### src/rtl/cog_pkg.sv
// ----------------------------------------------------------------------------
// cog_pkg: shared types and constants for the circle outline generator
// Opcodes, decision constants, pixel order table and queue status.
// ----------------------------------------------------------------------------
package cog_pkg;

   // default coordinate width of the held state
   localparam int COORD_BITS_DEFAULT = 16;

   // step jobs that may wait between front and back
   localparam int QUEUE_DEPTH = 2;

   // midpoint decision constants
   localparam int DEC_INIT    = 3;
   localparam int DEC_INC_NEG = 6;
   localparam int DEC_INC_POS = 10;

   // eight symmetric points per step
   localparam int PIX_PER_STEP = 8;
   localparam int IDX_BITS     = $clog2(PIX_PER_STEP);
   localparam logic [IDX_BITS-1:0] LAST_IDX = IDX_BITS'(PIX_PER_STEP - 1);

   typedef enum logic {
      OP_START = 1'b0,
      OP_STEP  = 1'b1
   } opcode_type;

   typedef struct packed {
      logic full;
      logic empty;
   } queue_status_type;

   // how one symmetric point is formed from (x, y)
   typedef struct packed {
      logic swap;    // use y on the x axis and x on the y axis
      logic neg_x;
      logic neg_y;
   } sym_type;

   // point order within a step:
   // (+x,+y) (+y,+x) (-x,+y) (+y,-x) (+x,-y) (-y,+x) (-x,-y) (-y,-x)
   function automatic sym_type sym_sel(input logic [IDX_BITS-1:0] idx);
      sym_type s;
      case (idx)
         3'd0:    s = '{swap: 1'b0, neg_x: 1'b0, neg_y: 1'b0};
         3'd1:    s = '{swap: 1'b1, neg_x: 1'b0, neg_y: 1'b0};
         3'd2:    s = '{swap: 1'b0, neg_x: 1'b1, neg_y: 1'b0};
         3'd3:    s = '{swap: 1'b1, neg_x: 1'b0, neg_y: 1'b1};
         3'd4:    s = '{swap: 1'b0, neg_x: 1'b0, neg_y: 1'b1};
         3'd5:    s = '{swap: 1'b1, neg_x: 1'b1, neg_y: 1'b0};
         3'd6:    s = '{swap: 1'b0, neg_x: 1'b1, neg_y: 1'b1};
         default: s = '{swap: 1'b1, neg_x: 1'b1, neg_y: 1'b1};
      endcase
      return s;
   endfunction

endpackage

### src/rtl/cog_front.sv
// ----------------------------------------------------------------------------
// cog_front: request decode and midpoint state
// Takes start and step beats, keeps the circle state, queues step jobs.
// ----------------------------------------------------------------------------
module cog_front #(
   parameter int COORD_BITS = cog_pkg::COORD_BITS_DEFAULT
) (
   input  logic                         clock,
   input  logic                         reset,
   input  logic                         req_valid,
   output logic                         req_stall,
   input  logic                         req_opcode,
   input  logic signed [15:0]           req_center_x,
   input  logic signed [15:0]           req_center_y,
   input  logic [14:0]                  req_radius,
   input  logic [31:0]                  req_color,
   input  cog_pkg::queue_status_type    q_status,
   output logic                         q_push,
   output logic [4*COORD_BITS+32:0]     q_job
);
   import cog_pkg::*;

   localparam int DEC_W  = COORD_BITS + 4;
   localparam int WIDE_W = 48;

   logic [COORD_BITS-1:0] offset_x_ff, offset_x_in;
   logic [COORD_BITS-1:0] offset_y_ff, offset_y_in;
   logic [DEC_W-1:0]      decision_ff, decision_in;
   logic [COORD_BITS-1:0] center_x_ff, center_x_in;
   logic [COORD_BITS-1:0] center_y_ff, center_y_in;
   logic [31:0]           color_ff, color_in;
   logic                  active_ff, active_in;

   logic                  accept;
   logic                  is_start;
   logic [WIDE_W-1:0]     radius_wide;
   logic [WIDE_W-1:0]     cx_wide;
   logic [WIDE_W-1:0]     cy_wide;
   logic [COORD_BITS-2:0] radius_cut;
   logic [DEC_W-1:0]      x_dec;
   logic [DEC_W-1:0]      y_dec;
   logic [COORD_BITS:0]   x_next;
   logic [COORD_BITS:0]   y_next;
   logic                  step_done;

   assign req_stall = q_status.full;
   assign accept    = req_valid & ~req_stall;
   assign is_start  = (opcode_type'(req_opcode) == OP_START);

   // center keeps its low bits sign extended, radius its low COORD_BITS-1 bits
   assign radius_wide = WIDE_W'(req_radius);
   assign cx_wide     = WIDE_W'(req_center_x);
   assign cy_wide     = WIDE_W'(req_center_y);
   assign radius_cut  = radius_wide[COORD_BITS-2:0];

   assign x_dec = DEC_W'(offset_x_ff);
   assign y_dec = DEC_W'(offset_y_ff);

   always_comb begin
      offset_x_in = offset_x_ff;
      offset_y_in = offset_y_ff;
      decision_in = decision_ff;
      center_x_in = center_x_ff;
      center_y_in = center_y_ff;
      color_in    = color_ff;
      active_in   = active_ff;
      q_push      = 1'b0;

      x_next = {1'b0, offset_x_ff} + (COORD_BITS+1)'(1);
      if (decision_ff[DEC_W-1]) begin
         y_next = {1'b0, offset_y_ff};
      end else begin
         y_next = {1'b0, offset_y_ff} - (COORD_BITS+1)'(1);
      end
      step_done = $signed(x_next) > $signed(y_next);

      if (accept) begin
         if (is_start) begin
            center_x_in = cx_wide[COORD_BITS-1:0];
            center_y_in = cy_wide[COORD_BITS-1:0];
            color_in    = req_color;
            offset_x_in = '0;
            offset_y_in = COORD_BITS'(radius_cut);
            decision_in = DEC_W'(DEC_INIT) - (DEC_W'(radius_cut) << 1);
            active_in   = 1'b1;
         end else if (active_ff) begin
            q_push = 1'b1;
            if (decision_ff[DEC_W-1]) begin
               decision_in = decision_ff + (x_dec << 2) + DEC_W'(DEC_INC_NEG);
            end else begin
               decision_in = decision_ff + ((x_dec - y_dec) << 2) + DEC_W'(DEC_INC_POS);
            end
            offset_x_in = x_next[COORD_BITS-1:0];
            offset_y_in = y_next[COORD_BITS-1:0];
            if (step_done) begin
               active_in = 1'b0;
            end
         end
      end
   end

   // job carries the offsets from before the update
   assign q_job = {center_x_ff, center_y_ff, offset_x_ff, offset_y_ff, color_ff, step_done};

   always_ff @(posedge clock) begin
      if (reset) begin
         offset_x_ff <= '0;
         offset_y_ff <= '0;
         decision_ff <= '0;
         center_x_ff <= '0;
         center_y_ff <= '0;
         color_ff    <= '0;
         active_ff   <= 1'b0;
      end else begin
         offset_x_ff <= offset_x_in;
         offset_y_ff <= offset_y_in;
         decision_ff <= decision_in;
         center_x_ff <= center_x_in;
         center_y_ff <= center_y_in;
         color_ff    <= color_in;
         active_ff   <= active_in;
      end
   end

   a_push_needs_active: assert property (@(posedge clock) disable iff (reset)
      q_push |-> active_ff && !is_start)
      else $error("step job queued with no circle in progress");

   a_active_falls_on_done: assert property (@(posedge clock) disable iff (reset)
      (!$past(reset) && $fell(active_ff)) |-> $past(q_push && step_done))
      else $error("circle dropped without a finishing step");

endmodule

### src/rtl/cog_queue.sv
// ----------------------------------------------------------------------------
// cog_queue: small job queue
// Register FIFO between the front and back ends.
// ----------------------------------------------------------------------------
module cog_queue #(
   parameter int WIDTH = 8,
   parameter int DEPTH = cog_pkg::QUEUE_DEPTH
) (
   input  logic                      clock,
   input  logic                      reset,
   input  logic                      push,
   input  logic [WIDTH-1:0]          push_data,
   input  logic                      pop,
   output logic [WIDTH-1:0]          head_data,
   output cog_pkg::queue_status_type status
);
   import cog_pkg::*;

   localparam int PTR_W = (DEPTH > 1) ? $clog2(DEPTH) : 1;
   localparam int CNT_W = $clog2(DEPTH + 1);

   logic [WIDTH-1:0] slot_ff [DEPTH];
   logic [PTR_W-1:0] wr_ptr_ff, wr_ptr_in;
   logic [PTR_W-1:0] rd_ptr_ff, rd_ptr_in;
   logic [CNT_W-1:0] count_ff, count_in;

   function automatic logic [PTR_W-1:0] ptr_inc(input logic [PTR_W-1:0] p);
      logic [PTR_W-1:0] n;
      if (p == PTR_W'(DEPTH - 1)) begin
         n = '0;
      end else begin
         n = p + PTR_W'(1);
      end
      return n;
   endfunction

   assign status.full  = (count_ff == CNT_W'(DEPTH));
   assign status.empty = (count_ff == '0);
   assign head_data    = slot_ff[rd_ptr_ff];

   always_comb begin
      wr_ptr_in = push ? ptr_inc(wr_ptr_ff) : wr_ptr_ff;
      rd_ptr_in = pop ? ptr_inc(rd_ptr_ff) : rd_ptr_ff;
      count_in  = count_ff + CNT_W'(push) - CNT_W'(pop);
   end

   always_ff @(posedge clock) begin
      if (reset) begin
         wr_ptr_ff <= '0;
         rd_ptr_ff <= '0;
         count_ff  <= '0;
      end else begin
         wr_ptr_ff <= wr_ptr_in;
         rd_ptr_ff <= rd_ptr_in;
         count_ff  <= count_in;
      end
   end

   always_ff @(posedge clock) begin
      if (push) begin
         slot_ff[wr_ptr_ff] <= push_data;
      end
   end

   a_no_overflow: assert property (@(posedge clock) disable iff (reset)
      push |-> !status.full)
      else $error("push into full queue");

   a_no_underflow: assert property (@(posedge clock) disable iff (reset)
      pop |-> !status.empty)
      else $error("pop from empty queue");

endmodule

### src/rtl/cog_back.sv
// ----------------------------------------------------------------------------
// cog_back: pixel sequencer
// Walks the eight symmetric points of the head job, one pixel per beat.
// ----------------------------------------------------------------------------
module cog_back #(
   parameter int COORD_BITS = cog_pkg::COORD_BITS_DEFAULT
) (
   input  logic                       clock,
   input  logic                       reset,
   input  cog_pkg::queue_status_type  q_status,
   input  logic [4*COORD_BITS+32:0]   q_job,
   output logic                       q_pop,
   output logic                       rsp_valid,
   input  logic                       rsp_stall,
   output logic signed [COORD_BITS:0] rsp_pixel_x,
   output logic signed [COORD_BITS:0] rsp_pixel_y,
   output logic [31:0]                rsp_pixel_color,
   output logic                       rsp_last_of_step,
   output logic                       rsp_circle_done
);
   import cog_pkg::*;

   logic [COORD_BITS-1:0] job_cx, job_cy, job_ox, job_oy;
   logic [31:0]           job_color;
   logic                  job_done;

   logic [IDX_BITS-1:0]   idx_ff, idx_in;
   logic                  valid_ff, valid_in;
   logic [COORD_BITS:0]   px_ff, px_in;
   logic [COORD_BITS:0]   py_ff, py_in;
   logic [31:0]           color_ff;
   logic                  last_ff, last_in;
   logic                  done_ff, done_in;

   logic                  load;
   logic                  at_last;
   sym_type               sym;
   logic [COORD_BITS-1:0] a_off, b_off;
   logic [COORD_BITS:0]   cx_e, cy_e, a_e, b_e;

   assign {job_cx, job_cy, job_ox, job_oy, job_color, job_done} = q_job;

   assign load    = ~q_status.empty & (~valid_ff | ~rsp_stall);
   assign at_last = (idx_ff == LAST_IDX);
   assign q_pop   = load & at_last;

   always_comb begin
      sym   = sym_sel(idx_ff);
      a_off = sym.swap ? job_oy : job_ox;
      b_off = sym.swap ? job_ox : job_oy;
      cx_e  = {job_cx[COORD_BITS-1], job_cx};
      cy_e  = {job_cy[COORD_BITS-1], job_cy};
      a_e   = {1'b0, a_off};
      b_e   = {1'b0, b_off};
      px_in = sym.neg_x ? (cx_e - a_e) : (cx_e + a_e);
      py_in = sym.neg_y ? (cy_e - b_e) : (cy_e + b_e);

      last_in  = at_last;
      done_in  = at_last & job_done;
      valid_in = load | (valid_ff & rsp_stall);
      idx_in   = load ? (idx_ff + IDX_BITS'(1)) : idx_ff;
   end

   always_ff @(posedge clock) begin
      if (reset) begin
         idx_ff   <= '0;
         valid_ff <= 1'b0;
      end else begin
         idx_ff   <= idx_in;
         valid_ff <= valid_in;
      end
   end

   always_ff @(posedge clock) begin
      if (load) begin
         px_ff    <= px_in;
         py_ff    <= py_in;
         color_ff <= job_color;
         last_ff  <= last_in;
         done_ff  <= done_in;
      end
   end

   assign rsp_valid        = valid_ff;
   assign rsp_pixel_x      = $signed(px_ff);
   assign rsp_pixel_y      = $signed(py_ff);
   assign rsp_pixel_color  = color_ff;
   assign rsp_last_of_step = last_ff;
   assign rsp_circle_done  = done_ff;

   a_done_is_last: assert property (@(posedge clock) disable iff (reset)
      (valid_ff && done_ff) |-> last_ff)
      else $error("finish flagged off the last pixel of a step");

   a_mid_step_has_job: assert property (@(posedge clock) disable iff (reset)
      (idx_ff != '0) |-> !q_status.empty)
      else $error("pixel index mid step with no job queued");

endmodule

### src/rtl/circle_outline_pixel_generator.sv
// ----------------------------------------------------------------------------
// circle_outline_pixel_generator: midpoint circle outline pixel source
// Start and step beats in, eight symmetric pixel writes per step out.
// ----------------------------------------------------------------------------
// A start beat (opcode 0) loads center, radius and color and produces no
// output. Each step beat (opcode 1) on a circle in progress produces eight
// pixel beats, the points (cx+-x, cy+-y) and (cx+-y, cy+-x) in a fixed order
// with duplicates kept; the eighth carries last_of_step, and on the final
// step also circle_done. Steps with no circle in progress are consumed
// silently. Rate: one pixel beat per cycle while a job is queued and
// rsp_stall is low, through the single output register of the pixel
// sequencer. The front end updates the decision value in the cycle a step
// is taken and queues the step job, so up to two steps may be taken ahead
// of the sequencer before req_stall rises. When idle, a step's job is first
// registered in the queue, then its first pixel in the output register.
// ----------------------------------------------------------------------------
module circle_outline_pixel_generator #(
   parameter int COORD_BITS = cog_pkg::COORD_BITS_DEFAULT
) (
   input  logic                       clock,
   input  logic                       reset,
   // request channel
   input  logic                       req_valid,
   output logic                       req_stall,
   input  logic                       req_opcode,
   input  logic signed [15:0]         req_center_x,
   input  logic signed [15:0]         req_center_y,
   input  logic [14:0]                req_radius,
   input  logic [31:0]                req_color,
   // pixel channel
   output logic                       rsp_valid,
   input  logic                       rsp_stall,
   output logic signed [COORD_BITS:0] rsp_pixel_x,
   output logic signed [COORD_BITS:0] rsp_pixel_y,
   output logic [31:0]                rsp_pixel_color,
   output logic                       rsp_last_of_step,
   output logic                       rsp_circle_done
);
   import cog_pkg::*;

   // job: center x, center y, offset x, offset y, color, finishing flag
   localparam int JOB_W = 4 * COORD_BITS + 33;

   queue_status_type q_status;
   logic             q_push;
   logic             q_pop;
   logic [JOB_W-1:0] q_in_job;
   logic [JOB_W-1:0] q_head_job;

   // front: decode, circle state, decision update
   cog_front #(
      .COORD_BITS (COORD_BITS)
   ) u_front (
      .clock        (clock),
      .reset        (reset),
      .req_valid    (req_valid),
      .req_stall    (req_stall),
      .req_opcode   (req_opcode),
      .req_center_x (req_center_x),
      .req_center_y (req_center_y),
      .req_radius   (req_radius),
      .req_color    (req_color),
      .q_status     (q_status),
      .q_push       (q_push),
      .q_job        (q_in_job)
   );

   // decouples the step rate of the front from the pixel rate of the back
   cog_queue #(
      .WIDTH (JOB_W),
      .DEPTH (QUEUE_DEPTH)
   ) u_queue (
      .clock     (clock),
      .reset     (reset),
      .push      (q_push),
      .push_data (q_in_job),
      .pop       (q_pop),
      .head_data (q_head_job),
      .status    (q_status)
   );

   // back: eight symmetric points per job into the output register
   cog_back #(
      .COORD_BITS (COORD_BITS)
   ) u_back (
      .clock            (clock),
      .reset            (reset),
      .q_status         (q_status),
      .q_job            (q_head_job),
      .q_pop            (q_pop),
      .rsp_valid        (rsp_valid),
      .rsp_stall        (rsp_stall),
      .rsp_pixel_x      (rsp_pixel_x),
      .rsp_pixel_y      (rsp_pixel_y),
      .rsp_pixel_color  (rsp_pixel_color),
      .rsp_last_of_step (rsp_last_of_step),
      .rsp_circle_done  (rsp_circle_done)
   );

   // a step popped from the queue always ends on a last-of-step beat
   a_pop_marks_last: assert property (@(posedge clock) disable iff (reset)
      q_pop |=> rsp_valid && rsp_last_of_step)
      else $error("job retired without a last-of-step pixel");

endmodule
### config.mk
export PLATFORM = sky130hd
export DESIGN_NAME = circle_outline_pixel_generator
export DESIGN_NICKNAME = d
export VERILOG_FILES = /design/src/rtl/cog_pkg.sv /design/src/rtl/cog_front.sv /design/src/rtl/cog_queue.sv /design/src/rtl/cog_back.sv /design/src/rtl/circle_outline_pixel_generator.sv
export SDC_FILE = /design/constraint.sdc
export NUM_CORES = 1
export LEC_CHECK = 0
export ABC_AREA = 1
export BUFFER_PORTS_ARGS = -buffer_cell sky130_fd_sc_hd__buf_2
export CORE_ASPECT_RATIO = 0.9
export CORE_MARGIN = 2
export CORE_UTILIZATION = 50
export CTS_CLUSTER_DIAMETER = 60
export DETAILED_ROUTE_END_ITERATION = 6
export HOLD_SLACK_MARGIN = 0.12
export PLACE_DENSITY = 0.68
export SETUP_SLACK_MARGIN = 0.1
export SLEW_MARGIN = 5
export SYNTH_ARGS = -nofsm -noshare
export SYNTH_HDL_FRONTEND = slang
export SYNTH_SLANG_ARGS = --single-unit
### constraint.sdc
create_clock -name clock -period 7.4 [get_ports clock]
set_input_delay 1.48 -clock clock [delete_from_list [all_inputs] [get_ports clock]]
set_output_delay 1.48 -clock clock [all_outputs]
set_load 0.05 [all_outputs]
==> impl_metrics.xml <==
<?xml version="1.0" encoding="UTF-8"?>
<metrics>
  <group name="place">
    <metric name="io_buffers" unit="">153</metric>
    <metric name="place_area" unit="sq mm">0.0223</metric>
    <metric name="gp_routability_congestion" unit="">0.972</metric>
    <metric name="hpwl" unit="microns">38000</metric>
  </group>
  <group name="worst_setup_path">
    <metric name="timing.reg2reg.worst_path_depth" unit="">17</metric>
    <metric name="required_worst_endpoint" unit="ns">7.70</metric>
    <metric name="critPathArrivalTime" unit="ns">4.99</metric>
    <metric name="cp_startpoint" unit="">u_back.idx_ff[0]</metric>
    <metric name="reg2reg_slack" unit="ns">2.71</metric>
    <metric name="critical_path.endpoint_type" unit="">flip-flop</metric>
    <metric name="reg_to_reg_startpoint" unit="">u_back.idx_ff[0]</metric>
    <metric name="crit_path_start_kind" unit="">flip-flop</metric>
    <metric name="worstReg2RegEnd" unit="">u_back.rsp_pixel_y[14]</metric>
    <metric name="setup.worst_path.end" unit="">u_back.rsp_pixel_y[14]</metric>
    <metric name="setup.worst_path.class" unit="">flip-flop to flip-flop</metric>
    <metric name="critPathMaxFanout" unit="">40</metric>
  </group>
  <group name="detailed_routing">
    <metric name="drc" unit="">0</metric>
    <metric name="drt_iter0_markers" unit="">1228</metric>
    <metric name="dr_vias_cell" unit="">5.45</metric>
    <metric name="drt-total-wl" unit="microns">53700</metric>
    <metric name="detailedRoute.firstPassIterationCount" unit="">6</metric>
    <metric name="antenna_left" unit="">0</metric>
    <metric name="vias" unit="">17000</metric>
    <metric name="detail_route.wl_per_cell" unit="microns">17.2</metric>
  </group>
  <group name="layout">
    <metric name="stdcell_area" unit="sq mm">0.0237</metric>
    <metric name="synthToLayoutAreaGrowth" unit="%">12.3</metric>
    <metric name="drive_gt1_frac" unit="">0.121</metric>
    <metric name="number_of_antenna_repair_diodes" unit="">0</metric>
    <metric name="numnets_final" unit="">2774</metric>
  </group>
  <group name="clock_tree">
    <metric name="post-cts-setup-buffer-count" unit="">0</metric>
    <metric name="cts-root-buf" unit="">sky130_fd_sc_hd__clkbuf_16</metric>
    <metric name="cts_sinks" unit="">387</metric>
    <metric name="path_clk_slew" unit="ns">0.06</metric>
    <metric name="clk-insertion-delay-late" unit="ns">0.58</metric>
    <metric name="max-clock-path-buffers" unit="">3</metric>
    <metric name="cts.htree.levels" unit="">2</metric>
    <metric name="tritoncts.num_buffers" unit="">42</metric>
    <metric name="cts_hold_repair.buffers" unit="">0</metric>
    <metric name="cts_repair_resize_count" unit="">0</metric>
    <metric name="tritoncts" unit="">done</metric>
  </group>
  <group name="yosys">
    <metric name="synthCells" unit="">2413</metric>
    <metric name="synthesis.nets" unit="">2646</metric>
    <metric name="synth-seq-cells" unit="">387</metric>
    <metric name="avgSynthCellArea" unit="sq um">8.76</metric>
    <metric name="synth_seq_area_share" unit="">0.491</metric>
    <metric name="synth-edff-count" unit="">262</metric>
    <metric name="yosysUniqueCellTypes" unit="">49</metric>
    <metric name="synth_async_sr_flop_share" unit="">0</metric>
    <metric name="yosys_warnings" unit="">0</metric>
    <metric name="syn_area" unit="sq mm">0.0211</metric>
    <metric name="synth-main-ff-cell" unit="">sky130_fd_sc_hd__edfxtp_1</metric>
  </group>
  <group name="power">
    <metric name="power_density" unit="mW/mm^2">241</metric>
    <metric name="power" unit="W">0.00573</metric>
    <metric name="ir_worst_vdd" unit="mV">0.172</metric>
    <metric name="p_leak" unit="nW">10.2</metric>
  </group>
  <group name="global_route">
    <metric name="grt_pass1_wl" unit="microns">85200</metric>
    <metric name="grt_use_total" unit="">0.246</metric>
    <metric name="via_count_of_the_first_global_routing_pass" unit="">16300</metric>
    <metric name="grt_start_max_net_pins" unit="">71</metric>
    <metric name="overflow" unit="">0</metric>
    <metric name="antenna_found_initial" unit="">0</metric>
  </group>
  <group name="status">
    <metric name="outcome" unit="">completed</metric>
  </group>
  <group name="min_path">
    <metric name="worstHoldPathType" unit="">flip-flop to flip-flop</metric>
    <metric name="hold_depth" unit="">0</metric>
  </group>
  <group name="floorplan">
    <metric name="placement_rows" unit="">71</metric>
    <metric name="ioPinCount" unit="">154</metric>
    <metric name="core_area" unit="sq mm">0.0418</metric>
    <metric name="chipHeight" unit="microns">199</metric>
    <metric name="initial_core_util" unit="">0.506</metric>
    <metric name="die_width" unit="microns">221</metric>
    <metric name="area_of_the_die" unit="sq mm">0.0439</metric>
  </group>
  <group name="timing">
    <metric name="setup-tns-final" unit="ns">0</metric>
    <metric name="tightest_slew" unit="ns">1.07</metric>
    <metric name="setup_violations" unit="">0</metric>
    <metric name="post-route-min-period" unit="ns">4.69</metric>
    <metric name="relSlewSlack" unit="">0.286</metric>
    <metric name="fin_skew" unit="ns">0.0281</metric>
    <metric name="timing.final.hold_violations" unit="">0</metric>
    <metric name="setup_repair_after_global_routing_missed_its_margin" unit="">false</metric>
    <metric name="period_share" unit="">0.634</metric>
    <metric name="fmaxAchievable" unit="GHz">0.213</metric>
    <metric name="final-max-slew-violation-count" unit="">0</metric>
  </group>
  <group name="run">
    <metric name="max_cap_violations" unit="">0</metric>
  </group>
</metrics>
power breakdown:
group | leakage (nW) | internal [W] | switching (W) | total [W]
Clock | 0.674 | 0.00120 | 0.000902 | 0.00210
Combinational | 6.19 | 0.000401 | 0.000782 | 0.00118
Sequential | 3.35 | 0.00239 | 0.0000471 | 0.00244
Total | 10.2 | 0.00400 | 0.00173 | 0.00573
area by class of cell:
cell class,instances,area [sq um]
Sequential cell,387,10400
Multi-Input combinational cell,1747,9660
Tap cell,547,684
Inverter,197,741
Clock buffer,53,1120
Clock inverter,25,269
Fill cell,3692,18000
Timing Repair Buffer,166,891
cell usage in the layout, fill, tap and decap left out, types with 4 or more instances in the layout:
| cell | synthesis | routed |
|---|---|---|
| sky130_fd_sc_hd__a21o_1 | 8 | 8 |
| sky130_fd_sc_hd__a21oi_1 | 206 | 206 |
| sky130_fd_sc_hd__a31oi_1 | 12 | 12 |
| sky130_fd_sc_hd__buf_2 | 8 | 152 |
| sky130_fd_sc_hd__buf_4 | 3 | 12 |
| sky130_fd_sc_hd__clkbuf_1 | 52 | 8 |
| sky130_fd_sc_hd__clkbuf_16 | 0 | 42 |
| sky130_fd_sc_hd__clkinv_2 | 0 | 10 |
| sky130_fd_sc_hd__clkinvlp_4 | 0 | 4 |
| sky130_fd_sc_hd__dfxtp_1 | 125 | 124 |
| sky130_fd_sc_hd__edfxtp_1 | 262 | 262 |
| sky130_fd_sc_hd__fa_1 | 5 | 5 |
| sky130_fd_sc_hd__ha_1 | 144 | 144 |
| sky130_fd_sc_hd__inv_1 | 193 | 191 |
| sky130_fd_sc_hd__inv_2 | 4 | 5 |
| sky130_fd_sc_hd__nand2_1 | 705 | 704 |
| sky130_fd_sc_hd__nand2_2 | 7 | 8 |
| sky130_fd_sc_hd__nand3_1 | 167 | 167 |
| sky130_fd_sc_hd__nand3b_1 | 11 | 11 |
| sky130_fd_sc_hd__nand4_1 | 14 | 14 |
| sky130_fd_sc_hd__nor2_1 | 120 | 118 |
| sky130_fd_sc_hd__nor2_2 | 15 | 15 |
| sky130_fd_sc_hd__nor2_4 | 4 | 6 |
| sky130_fd_sc_hd__nor3_1 | 14 | 14 |
| sky130_fd_sc_hd__nor4_1 | 7 | 7 |
| sky130_fd_sc_hd__o21ai_0 | 102 | 102 |
| sky130_fd_sc_hd__o21ai_1 | 25 | 25 |
| sky130_fd_sc_hd__o21ai_2 | 25 | 25 |
| sky130_fd_sc_hd__o21bai_1 | 10 | 10 |
| sky130_fd_sc_hd__or2_1 | 9 | 9 |
| sky130_fd_sc_hd__or2_2 | 8 | 8 |
| sky130_fd_sc_hd__xnor2_1 | 25 | 25 |
| sky130_fd_sc_hd__xor2_1 | 73 | 73 |
layer usage:
layer | wire (microns) | track usage | up-vias
li1 | - | - | 8428
met4 | 1480 | 0.0820 | 0
met1 | 24100 | 0.330 | 8027
met3 | 2640 | 0.0309 | 97
met2 | 25500 | 0.414 | 469
met5 | 0 | 0 | -
synth_stat cells (4+ instances only):
| master | n | share of area |
|---|---|---|
| sky130_fd_sc_hd__o21bai_1 | 10 | 0.0036 |
| sky130_fd_sc_hd__o21ai_1 | 25 | 0.0059 |
| sky130_fd_sc_hd__a21oi_1 | 206 | 0.049 |
| sky130_fd_sc_hd__buf_1 | 12 | 0.0021 |
| sky130_fd_sc_hd__fa_1 | 5 | 0.0047 |
| sky130_fd_sc_hd__inv_2 | 4 | 0.00071 |
| sky130_fd_sc_hd__nand2_2 | 7 | 0.0021 |
| sky130_fd_sc_hd__xnor2_1 | 25 | 0.010 |
| sky130_fd_sc_hd__edfxtp_1 | 262 | 0.37 |
| sky130_fd_sc_hd__xor2_1 | 73 | 0.030 |
| sky130_fd_sc_hd__nand3_1 | 167 | 0.040 |
| sky130_fd_sc_hd__nor3_1 | 14 | 0.0033 |
| sky130_fd_sc_hd__nor2_2 | 15 | 0.0044 |
| sky130_fd_sc_hd__or2_1 | 9 | 0.0027 |
| sky130_fd_sc_hd__clkbuf_1 | 52 | 0.0092 |
| sky130_fd_sc_hd__ha_1 | 144 | 0.085 |
| sky130_fd_sc_hd__buf_6 | 7 | 0.0037 |
| sky130_fd_sc_hd__buf_2 | 8 | 0.0019 |
| sky130_fd_sc_hd__inv_1 | 193 | 0.034 |
| sky130_fd_sc_hd__nand4_1 | 14 | 0.0041 |
| sky130_fd_sc_hd__a31oi_1 | 12 | 0.0036 |
| sky130_fd_sc_hd__o21ai_0 | 102 | 0.024 |
| sky130_fd_sc_hd__a21o_1 | 8 | 0.0028 |
| sky130_fd_sc_hd__nor2_1 | 120 | 0.021 |
| sky130_fd_sc_hd__or2_2 | 8 | 0.0024 |
| sky130_fd_sc_hd__nand2_1 | 705 | 0.13 |
| sky130_fd_sc_hd__nor4_1 | 7 | 0.0021 |
| sky130_fd_sc_hd__nor2_4 | 4 | 0.0021 |
| sky130_fd_sc_hd__nand3b_1 | 11 | 0.0039 |
| sky130_fd_sc_hd__o21ai_2 | 25 | 0.010 |
| sky130_fd_sc_hd__dfxtp_1 | 125 | 0.12 |
sequential cells by signal, summed over array words and instances, names as in the netlist, 2 cells and up, named ones only:
name                    flops
u_queue.slot_ff           194
u_back.rsp_pixel_color     32
u_front.color_ff           32
u_front.decision_ff        19
u_back.rsp_pixel_x         17
u_back.rsp_pixel_y         17
u_front.center_x_ff        16
u_front.center_y_ff        16
u_front.offset_x_ff        16
u_front.offset_y_ff        16
u_back.idx_ff               3
u_queue.count_ff            2
cell families (layout without fill, tap and decap cells):
logic type / Yosys count / count (layout) / share of synthesized area
AOI/OAI and AO/OA: 407 / 407 / 0.108
DFF: 387 / 387 / 0.491
buffers and inverters: 279 / 441 / 0.0531
xor gates and xnor gates: 98 / 98 / 0.0406
adders and majority gates: 149 / 149 / 0.0900
and+or+nand+nor: 1090 / 1090 / 0.217
muxes: 3 / 3 / 0.00142
metrics by stage:
| step | std cells | setup WS (ns) | util | hold slack [ns] |
|---|---|---|---|---|
| global route | 3122 | 2.29 | 0.569 | 0.454 |
| detailed placement | 3044 | 2.76 | 0.535 | 0.438 |
| floorplan | 2413 | 0.560 | - | 0.426 |
| CTS | 3122 | 2.71 | 0.569 | 0.438 |
| finish | 3122 | 2.71 | 0.569 | 0.442 |
| global placement | 3044 | 2.91 | 0.535 | 0.431 |
worst min path at each step:
stage | slack, ns | start | endpoint
final | 0.44 | u_front.center_y_ff[15] | u_queue.slot_ff[1][80]
after global routing | 0.45 | u_front.center_y_ff[15] | u_queue.slot_ff[1][80]
after CTS | 0.44 | u_front.center_y_ff[15] | u_queue.slot_ff[0][80]
after detailed placement | 0.44 | u_front.color_ff[18] | u_queue.slot_ff[0][19]
after global placement | 0.43 | u_front.color_ff[9] | u_queue.slot_ff[0][10]
after floorplan | 0.43 | u_front.color_ff[9] | u_queue.slot_ff[0][10]
worst max-delay path, stage by stage (launching register included):
cell and delay [ns]:
sky130_fd_sc_hd__dfxtp_1 0.45, sky130_fd_sc_hd__inv_1 0.15, sky130_fd_sc_hd__ha_1 0.24, sky130_fd_sc_hd__nor2_2 0.20, sky130_fd_sc_hd__nor2_2 0.06, sky130_fd_sc_hd__nand2_2 0.61
sky130_fd_sc_hd__nand2_1 0.21, sky130_fd_sc_hd__o21ai_4 0.14, sky130_fd_sc_hd__ha_1 0.28, sky130_fd_sc_hd__o21ai_0 0.43, sky130_fd_sc_hd__fa_1 0.30, sky130_fd_sc_hd__nand3_1 0.08
sky130_fd_sc_hd__nand2_1 0.10, sky130_fd_sc_hd__a21oi_1 0.10, sky130_fd_sc_hd__o21ai_0 0.51, sky130_fd_sc_hd__a21oi_1 0.21, sky130_fd_sc_hd__o21bai_1 0.20, sky130_fd_sc_hd__xor2_1 0.10
Note: power is estimated with default switching activity, not from simulation.
